`config.mk`:
```
export PLATFORM = sky130hd
export DESIGN_NAME = wait_for_cycle_detector
export DESIGN_NICKNAME = d
export VERILOG_FILES = /design/src/sv/wfcd_pkg.sv /design/src/sv/wait_for_cycle_detector.sv /design/src/sv/wfcd_cell.sv
export SDC_FILE = /design/constraint.sdc
export NUM_CORES = 1
export LEC_CHECK = 0
export BUFFER_PORTS_ARGS = -buffer_cell sky130_fd_sc_hd__buf_2
export CORE_ASPECT_RATIO = 0.6
export CORE_MARGIN = 5
export CORE_UTILIZATION = 50
export CTS_BUF_LIST = sky130_fd_sc_hd__clkbuf_8
export DETAILED_ROUTE_END_ITERATION = 8
export HOLD_SLACK_MARGIN = 0.12
export PLACE_DENSITY = 0.8
export SLEW_MARGIN = 10
export SYNTH_ARGS = -nofsm -noshare
export SYNTH_HDL_FRONTEND = slang
export SYNTH_HIERARCHICAL = 1
export SYNTH_SLANG_ARGS = --single-unit
```
`constraint.sdc`:
```
create_clock -name clk -period 9.6 [get_ports clk]
set_input_delay 0.48 -clock clk [delete_from_list [all_inputs] [get_ports clk]]
set_output_delay 0.48 -clock clk [all_outputs]
set_load 0.02 [all_outputs]
```
`src/sv/wfcd_pkg.sv`:
```
package wfcd_pkg;
  localparam int unsigned NSLOTS = 16;
  localparam int unsigned SLOT_W = 4;
  localparam int unsigned PID_W = 10;
  localparam int unsigned SEM_W = 4;
  localparam int unsigned HELD_W = 16;
  localparam int unsigned MAX_PROCS_DEF = 16;
  localparam int unsigned MAX_SEMS_DEF = 16;

  localparam logic KIND_LOAD = 1'b0;
  localparam logic KIND_DETECT = 1'b1;

  typedef enum logic [2:0] {
    ST_IDLE,
    ST_SCAN,
    ST_HOP,
    ST_VICTIM,
    ST_EMIT,
    ST_NONE
  } wfcd_state_t;

  // Contents of one table slot as seen by the chain logic.
  typedef struct packed {
    logic              valid;
    logic [PID_W-1:0]  pid;
    logic              waits;
    logic [SEM_W-1:0]  wait_sem;
    logic [HELD_W-1:0] held;
  } wfcd_slot_t;

  // Query broadcast from the control unit down the cell row.
  typedef struct packed {
    logic [PID_W-1:0] cur_pid;
    logic [SEM_W-1:0] sem;
    logic             sem_ok;
  } wfcd_query_t;
endpackage

```
`src/sv/wait_for_cycle_detector.sv`:
```
// Channel  | Ports                                       | Handshake
// input    | in_kind in_slot in_slot_used in_proc_id ... | start & !busy
// result   | out_found out_member_id out_victim_id out_last | out_valid, one cycle
//
// A load beat writes one slot. A detect beat scans slots in order; for each
// waiting starting slot it follows the chain hop by hop, then walks the chain
// members to find the victim and emits one result per chain member. Every hop
// goes through the single shared hop lookup; with no cycle, one empty result.
// Reset clears the slot valid bits and the control state. Results cannot be
// stalled by the receiver; busy stays high until the last result is shown.
module wait_for_cycle_detector
  import wfcd_pkg::*;
#(
  parameter int unsigned MAX_PROCS = MAX_PROCS_DEF,
  parameter int unsigned MAX_SEMS  = MAX_SEMS_DEF
) (
  input  logic              clk,
  input  logic              rst_n,
  input  logic              start,
  output logic              busy,
  input  logic              in_kind,
  input  logic [SLOT_W-1:0] in_slot,
  input  logic              in_slot_used,
  input  logic [PID_W-1:0]  in_proc_id,
  input  logic              in_waits_on_sem,
  input  logic [SEM_W-1:0]  in_wait_sem,
  input  logic [HELD_W-1:0] in_held_mask,
  output logic              out_valid,
  output logic              out_found,
  output logic [PID_W-1:0]  out_member_id,
  output logic [PID_W-1:0]  out_victim_id,
  output logic              out_last
);
  localparam int unsigned LEN_W = $clog2(MAX_PROCS + 1);
  localparam int unsigned CIDX_W = $clog2(MAX_PROCS);

  wfcd_state_t state_r, state_nxt;
  logic [SLOT_W-1:0] start_r, start_nxt;
  logic [SLOT_W-1:0] cur_r, cur_nxt;
  logic [LEN_W-1:0]  len_r, len_nxt;
  logic [LEN_W-1:0]  k_r, k_nxt;
  logic [SLOT_W-1:0] vic_r, vic_nxt;
  logic [SLOT_W-1:0] chain_r [MAX_PROCS];
  logic              chain_we;
  logic [CIDX_W-1:0] chain_wa;
  logic [SLOT_W-1:0] chain_wd;
  logic              out_valid_nxt, out_found_nxt, out_last_nxt;
  logic [PID_W-1:0]  out_member_nxt, out_victim_nxt;

  wfcd_slot_t  slots [NSLOTS];
  logic        fnd [NSLOTS+1];
  logic [SLOT_W-1:0] fidx [NSLOTS+1];
  logic        ld_en;
  wfcd_slot_t  ld_data;
  logic [NSLOTS-1:0] clr_vec;
  wfcd_query_t query;
  logic        start_holds;
  wfcd_slot_t  cur_s, start_s, hold_s;
  logic [SLOT_W-1:0] cslot;

  assign ld_en = start && !busy && (in_kind == KIND_LOAD);
  assign ld_data = '{valid: in_slot_used, pid: in_proc_id, waits: in_waits_on_sem,
                     wait_sem: in_wait_sem, held: in_held_mask};

  assign cur_s   = slots[cur_r];
  assign start_s = slots[start_r];
  assign query.cur_pid = cur_s.pid;
  assign query.sem     = cur_s.wait_sem;
  assign query.sem_ok  = ({{(32-SEM_W){1'b0}}, cur_s.wait_sem} < 32'(MAX_SEMS));

  assign fnd[0]  = 1'b0;
  assign fidx[0] = '0;

  for (genvar g = 0; g < NSLOTS; g++) begin : g_cell
    wfcd_cell u_cell (
      .clk       (clk),
      .rst_n     (rst_n),
      .wr_en     (ld_en && (in_slot == SLOT_W'(g))),
      .wr_data   (ld_data),
      .clr_valid (clr_vec[g]),
      .query     (query),
      .found_in  (fnd[g]),
      .idx_in    (fidx[g]),
      .my_idx    (SLOT_W'(g)),
      .found_out (fnd[g+1]),
      .idx_out   (fidx[g+1]),
      .slot      (slots[g])
    );
  end

  // Does the starting process hold what the new holder waits on?
  assign hold_s = slots[fidx[NSLOTS]];
  assign start_holds = ({{(32-SEM_W){1'b0}}, hold_s.wait_sem} < 32'(MAX_SEMS))
                       && start_s.held[hold_s.wait_sem];

  assign cslot = chain_r[k_r[CIDX_W-1:0]];

  always_ff @(posedge clk) begin
    if (chain_we) chain_r[chain_wa] <= chain_wd;
  end

  always_ff @(posedge clk) begin
    if (!rst_n) begin
      state_r   <= ST_IDLE;
      out_valid <= 1'b0;
    end else begin
      state_r   <= state_nxt;
      out_valid <= out_valid_nxt;
    end
    start_r <= start_nxt;
    cur_r   <= cur_nxt;
    len_r   <= len_nxt;
    k_r     <= k_nxt;
    vic_r   <= vic_nxt;
    out_found     <= out_found_nxt;
    out_member_id <= out_member_nxt;
    out_victim_id <= out_victim_nxt;
    out_last      <= out_last_nxt;
  end

  assign busy = (state_r != ST_IDLE);

  always_comb begin
    state_nxt = state_r;
    start_nxt = start_r;
    cur_nxt   = cur_r;
    len_nxt   = len_r;
    k_nxt     = k_r;
    vic_nxt   = vic_r;
    chain_we  = 1'b0;
    chain_wa  = len_r[CIDX_W-1:0];
    chain_wd  = cur_r;
    clr_vec   = '0;
    out_valid_nxt  = 1'b0;
    out_found_nxt  = out_found;
    out_member_nxt = out_member_id;
    out_victim_nxt = out_victim_id;
    out_last_nxt   = out_last;
    case (state_r)
      ST_IDLE: begin
        if (start && in_kind == KIND_DETECT) begin
          start_nxt = '0;
          cur_nxt   = '0;
          state_nxt = ST_SCAN;
        end
      end
      ST_SCAN: begin
        if (start_s.valid && start_s.waits) begin
          // The starting slot always opens the chain.
          chain_we  = 1'b1;
          chain_wa  = '0;
          chain_wd  = start_r;
          len_nxt   = LEN_W'(1);
          cur_nxt   = start_r;
          state_nxt = ST_HOP;
        end else if (start_r == SLOT_W'(NSLOTS - 1)) begin
          state_nxt = ST_NONE;
        end else begin
          start_nxt = start_r + 1'b1;
        end
      end
      ST_HOP: begin
        if (!fnd[NSLOTS] || len_r >= LEN_W'(MAX_PROCS)) begin
          if (start_r == SLOT_W'(NSLOTS - 1)) begin
            state_nxt = ST_NONE;
          end else begin
            start_nxt = start_r + 1'b1;
            state_nxt = ST_SCAN;
          end
        end else begin
          chain_we = 1'b1;
          chain_wd = fidx[NSLOTS];
          len_nxt  = len_r + 1'b1;
          cur_nxt  = fidx[NSLOTS];
          if (start_holds) begin
            // Victim search walks the chain from its end toward the front.
            k_nxt     = len_r;
            vic_nxt   = fidx[NSLOTS];
            state_nxt = ST_VICTIM;
          end
        end
      end
      ST_VICTIM: begin
        if (k_r == '0) begin
          state_nxt = ST_EMIT;
          clr_vec[vic_r] = 1'b1;
        end else begin
          k_nxt = k_r - 1'b1;
          if (slots[chain_r[k_nxt[CIDX_W-1:0]]].pid > slots[vic_r].pid)
            vic_nxt = chain_r[k_nxt[CIDX_W-1:0]];
        end
      end
      ST_EMIT: begin
        // The pid table still holds the victim's id after its valid bit drops.
        out_valid_nxt  = 1'b1;
        out_found_nxt  = 1'b1;
        out_member_nxt = slots[cslot].pid;
        out_victim_nxt = slots[vic_r].pid;
        out_last_nxt   = (k_r + 1'b1 == len_r);
        k_nxt = k_r + 1'b1;
        if (k_r + 1'b1 == len_r) state_nxt = ST_IDLE;
      end
      ST_NONE: begin
        out_valid_nxt  = 1'b1;
        out_found_nxt  = 1'b0;
        out_member_nxt = '0;
        out_victim_nxt = '0;
        out_last_nxt   = 1'b1;
        state_nxt      = ST_IDLE;
      end
      default: state_nxt = ST_IDLE;
    endcase
  end
endmodule

```
`src/sv/wfcd_cell.sv`:
```
module wfcd_cell
  import wfcd_pkg::*;
(
  input  logic        clk,
  input  logic        rst_n,
  input  logic        wr_en,
  input  wfcd_slot_t  wr_data,
  input  logic        clr_valid,
  input  wfcd_query_t query,
  input  logic        found_in,
  input  logic [SLOT_W-1:0] idx_in,
  input  logic [SLOT_W-1:0] my_idx,
  output logic        found_out,
  output logic [SLOT_W-1:0] idx_out,
  output wfcd_slot_t  slot
);
  logic              valid_r;
  logic [PID_W-1:0]  pid_r;
  logic              waits_r;
  logic [SEM_W-1:0]  sem_r;
  logic [HELD_W-1:0] held_r;
  logic              hit;

  always_ff @(posedge clk) begin
    if (!rst_n) begin
      valid_r <= 1'b0;
    end else if (wr_en) begin
      valid_r <= wr_data.valid;
    end else if (clr_valid) begin
      valid_r <= 1'b0;
    end
  end

  always_ff @(posedge clk) begin
    if (wr_en) begin
      pid_r   <= wr_data.pid;
      waits_r <= wr_data.waits;
      sem_r   <= wr_data.wait_sem;
      held_r  <= wr_data.held;
    end
  end

  assign slot = '{valid: valid_r, pid: pid_r, waits: waits_r, wait_sem: sem_r, held: held_r};

  // A cell answers when it is valid, waits, has another id and holds the queried semaphore.
  assign hit = valid_r && waits_r && (pid_r != query.cur_pid) && query.sem_ok
               && held_r[query.sem];

  // The lowest matching slot wins; later cells pass the earlier answer on.
  assign found_out = found_in || hit;
  assign idx_out   = found_in ? idx_in : my_idx;
endmodule

```
==> results.yml <==
hold_path:
  hold_path_class: "in2reg"
finish:
  nets: 2433
  syn_to_final_growth_pct: 14.0
  fin_cells: 3381
  fin_area_um2: 39800
  diodes: 0
  drive_above_1_share: 0.313
power_and_ir_drop:
  ir_worst_vdd_uv: 220
  p_int_mw: 7.81
  p_seq_frac: 0.255
  p_sw_frac: 0.423
  switchingPower_mw: 5.73
  leakagePower_nw: 13.7
  power.total_mw: 13.5
  powerDensity_nw_per_um2: 340
  comb_power_share: 0.571
  clkPwrFrac: 0.174
global_route:
  gr-max-usage-layer: "met1"
  grt_use_met2: 0.383
  grt_overflow: 0
  grt_max_degree: 47
  met3_usage: 0.132
  use_met1: 0.413
  antenna_found_initial: 2
  grt_usage: 0.281
  grt_pass1_vias: 22530
  grt_pass1_wl_um: 155000
clocking:
  clk_pin_slew_worst_paths_ns: 0.07
  tritoncts: "yes"
  h-tree-depth: 3
  clkLatencyLatePin_ns: 0.74
  clk_path_buf_depth: 3
  cts_sinks: 628
  cts-root-buf: "clkbuf_8"
  cts_made_buffers: 93
timing:
  fmax_ghz: 0.104
  fin_crit_ns: 9.57
  drv_slew: 0
  rsz0062_at_grt: "yes"
  finClkSkew_ns: 0.0671
  slew_headroom: 0.0440
  hold_viol: 0
  final.setup.worst_slack_ns: 0.0257
  setup_violations: 0
  final.period_utilization: 0.997
  whs_ns: 0.173
  tightest_slew_ns: 1.42
logic_synthesis:
  synthAdderAreaFrac: 0.00537
  yosysMostFrequentCell: "edfxtp_1"
  synth_edf_count: 604
  ys_top_cells_by_area: "edfxtp_1 (52%), mux4_2 (18%), mux4_1 (5.5%)"
  ys_async_sr_fraction: 0
  ys_ff_latch: 628
  yosys_warnings: 6
  synth_xor_area_frac: 0.0441
  synth_cell_types: 58
  seq_area_frac_synth: 0.533
  synth_mux_area_frac: 0.299
  synth_top_family_by_area: "multiplexers"
  ys.flop_type: "edfxtp_1"
  synth_compound_area_frac: 0.0435
  syn_inst: 2119
  synth_area_leader_cell: "edfxtp_1"
  synth_top_area_share: 0.519
  synth.avg_cell_area_um2: 16.5
  syn_area_um2: 34900
  synthSimpleGateAreaFrac: 0.0502
  synth_commonest_cells: "edfxtp_1 (604), mux4_2 (278), xor2_1 (136)"
drt:
  drtIter0Drc: 4119
  wirelength_um: 109000
  vias: 23620
  drt_first_pass_iters: 6
  drc: 0
  wl_per_cell_um: 32.4
  drtAntennaViolNets: 0
  viasPerCell: 6.99
run_status:
  status: "completed"
die:
  dieWidth_um: 351
  die_y_um: 215
  core_um2: 69500
  io_pins: 64
  row_count: 75
  dieArea_um2: 75400
  initial_core_util: 0.502
worst_setup_path:
  crit_family: "multiplexers"
  start_kind: "flip-flop"
  end_kind: "flip-flop"
  worstPathRequired_ns: 10.21
  crit_fanout: 7
  slowest_delay_ns: 0.54
  cp.buffers_inverters: 5
  cp_slowest_cell: "mux4_2"
  critical_path_arrival_ns: 10.18
  critPathKind: "reg2reg"
  cpMostUsedCell: "mux2_4"
placement:
  dpl.hpwl_um: 70900
  portBuffers: 63
  placed_cells: 3145
  place_ws_ns: -0.00813
  gp_congestion: 0.984
  dpl-instance-area_um2: 36900
flow_run:
  cap_violations: 0
-- layout by cell type (no fill, tap or decap), types with 18 or more instances in the layout --
cell	n
a22oi_1	19
mux2_2	82
edfxtp_1	604
mux2_4	24
clkinv_2	19
mux4_1	69
buf_4	110
nand4_1	19
nor3b_1	18
a21oi_1	49
nor4_1	28
xor2_1	133
dfxtp_1	24
mux2i_1	101
buf_2	63
conb_1	89
o21ai_0	57
inv_1	39
nor2b_1	43
a211oi_1	42
dlygate4sd3_1	27
nor2_1	66
mux4_2	280
clkbuf_8	101
nand2_1	61
and3_1	18
clkinv_1	19
nand3_1	27
xnor2_1	40
-- through the flow --
| step | utilization | TNS (ns) |
|---|---|---|
| floorplan | - | 0 |
| global placement | 0.530 | 0 |
| detailed placement | 0.530 | -0.0112 |
| CTS | 0.563 | 0 |
| global route | 0.573 | -1.14 |
| finish | 0.573 | 0 |
-- registers in the layout, summed over array words and instances (netlist names), 3 cells and up, named ones only --
name	cells
out_victim_id	10
out_member_id	10
g_cell.u_cell/valid_r	16
g_cell.u_cell/waits_r	16
k_r	5
g_cell.u_cell/sem_r	64
state_r	3
cur_r	4
vic_r	4
chain_r	64
len_r	5
start_r	4
g_cell.u_cell/pid_r	160
g_cell.u_cell/held_r	256
-- logic make-up after synthesis --
family / Yosys count
AOI/OAI and AO/OA: 225
buffers and inverters: 173
other: 2
adders and majority gates: 15
muxes: 561
DFF: 628
xor gates and xnor gates: 176
and+or+nand+nor: 339
-- what timing repair did --
item                       4_1_cts  5_1_grt
hold endpoints to repair       310        0
gates cloned                     0        6
hold buffers                    27        0
buffers inserted                 1       29
pin swaps                        1       12
setup endpoints to repair        4       14
resized for setup                2       63
-- final cells by class --
type                    instances  area (um2)
well taps                     924        1160
repair buffers                227        1900
multi-input cells            1406       16100
flip-flops and latches        628       18600
inverters                      22        82.6
fillers                      5152       29700
clock inverters                73         602
clock buffers                 101        1390
-- worst paths after layout --
| check | startpoint | to | slack [ns] | cells past startpoint |
|---|---|---|---|---|
| max | cur_r[0] | flip-flop | 0.03 | 33 |
| min reg2reg | g_cell[0].u_cell/valid_r | g_cell[0].u_cell/valid_r | 0.66 | 3 |
| max reg2reg | cur_r[0] | flip-flop | 0.03 | 33 |
| min | in_held_mask[5] | g_cell[3].u_cell/held_r[5] | 0.17 | 1 |
-- power groups by stage --
stage          clock (mW)  sequential [mW]  combinational [mW]
6_report             2.36             3.45                7.73
5_1_grt              2.51             3.46                8.02
4_1_cts              2.38             3.44                7.11
3_5_place_dp            0             3.50                7.04
3_3_place_gp            0             3.49                6.92
2_1_floorplan           0             3.40                4.99
-- layer usage --
metal / vias to the layer above / share of wire
met5: - / 0.000064
met4: 2 / 0.026
met3: 274 / 0.18
met2: 2229 / 0.41
met1: 11879 / 0.38
li1: 9236 / -
Power figures use the tool's default switching activity.
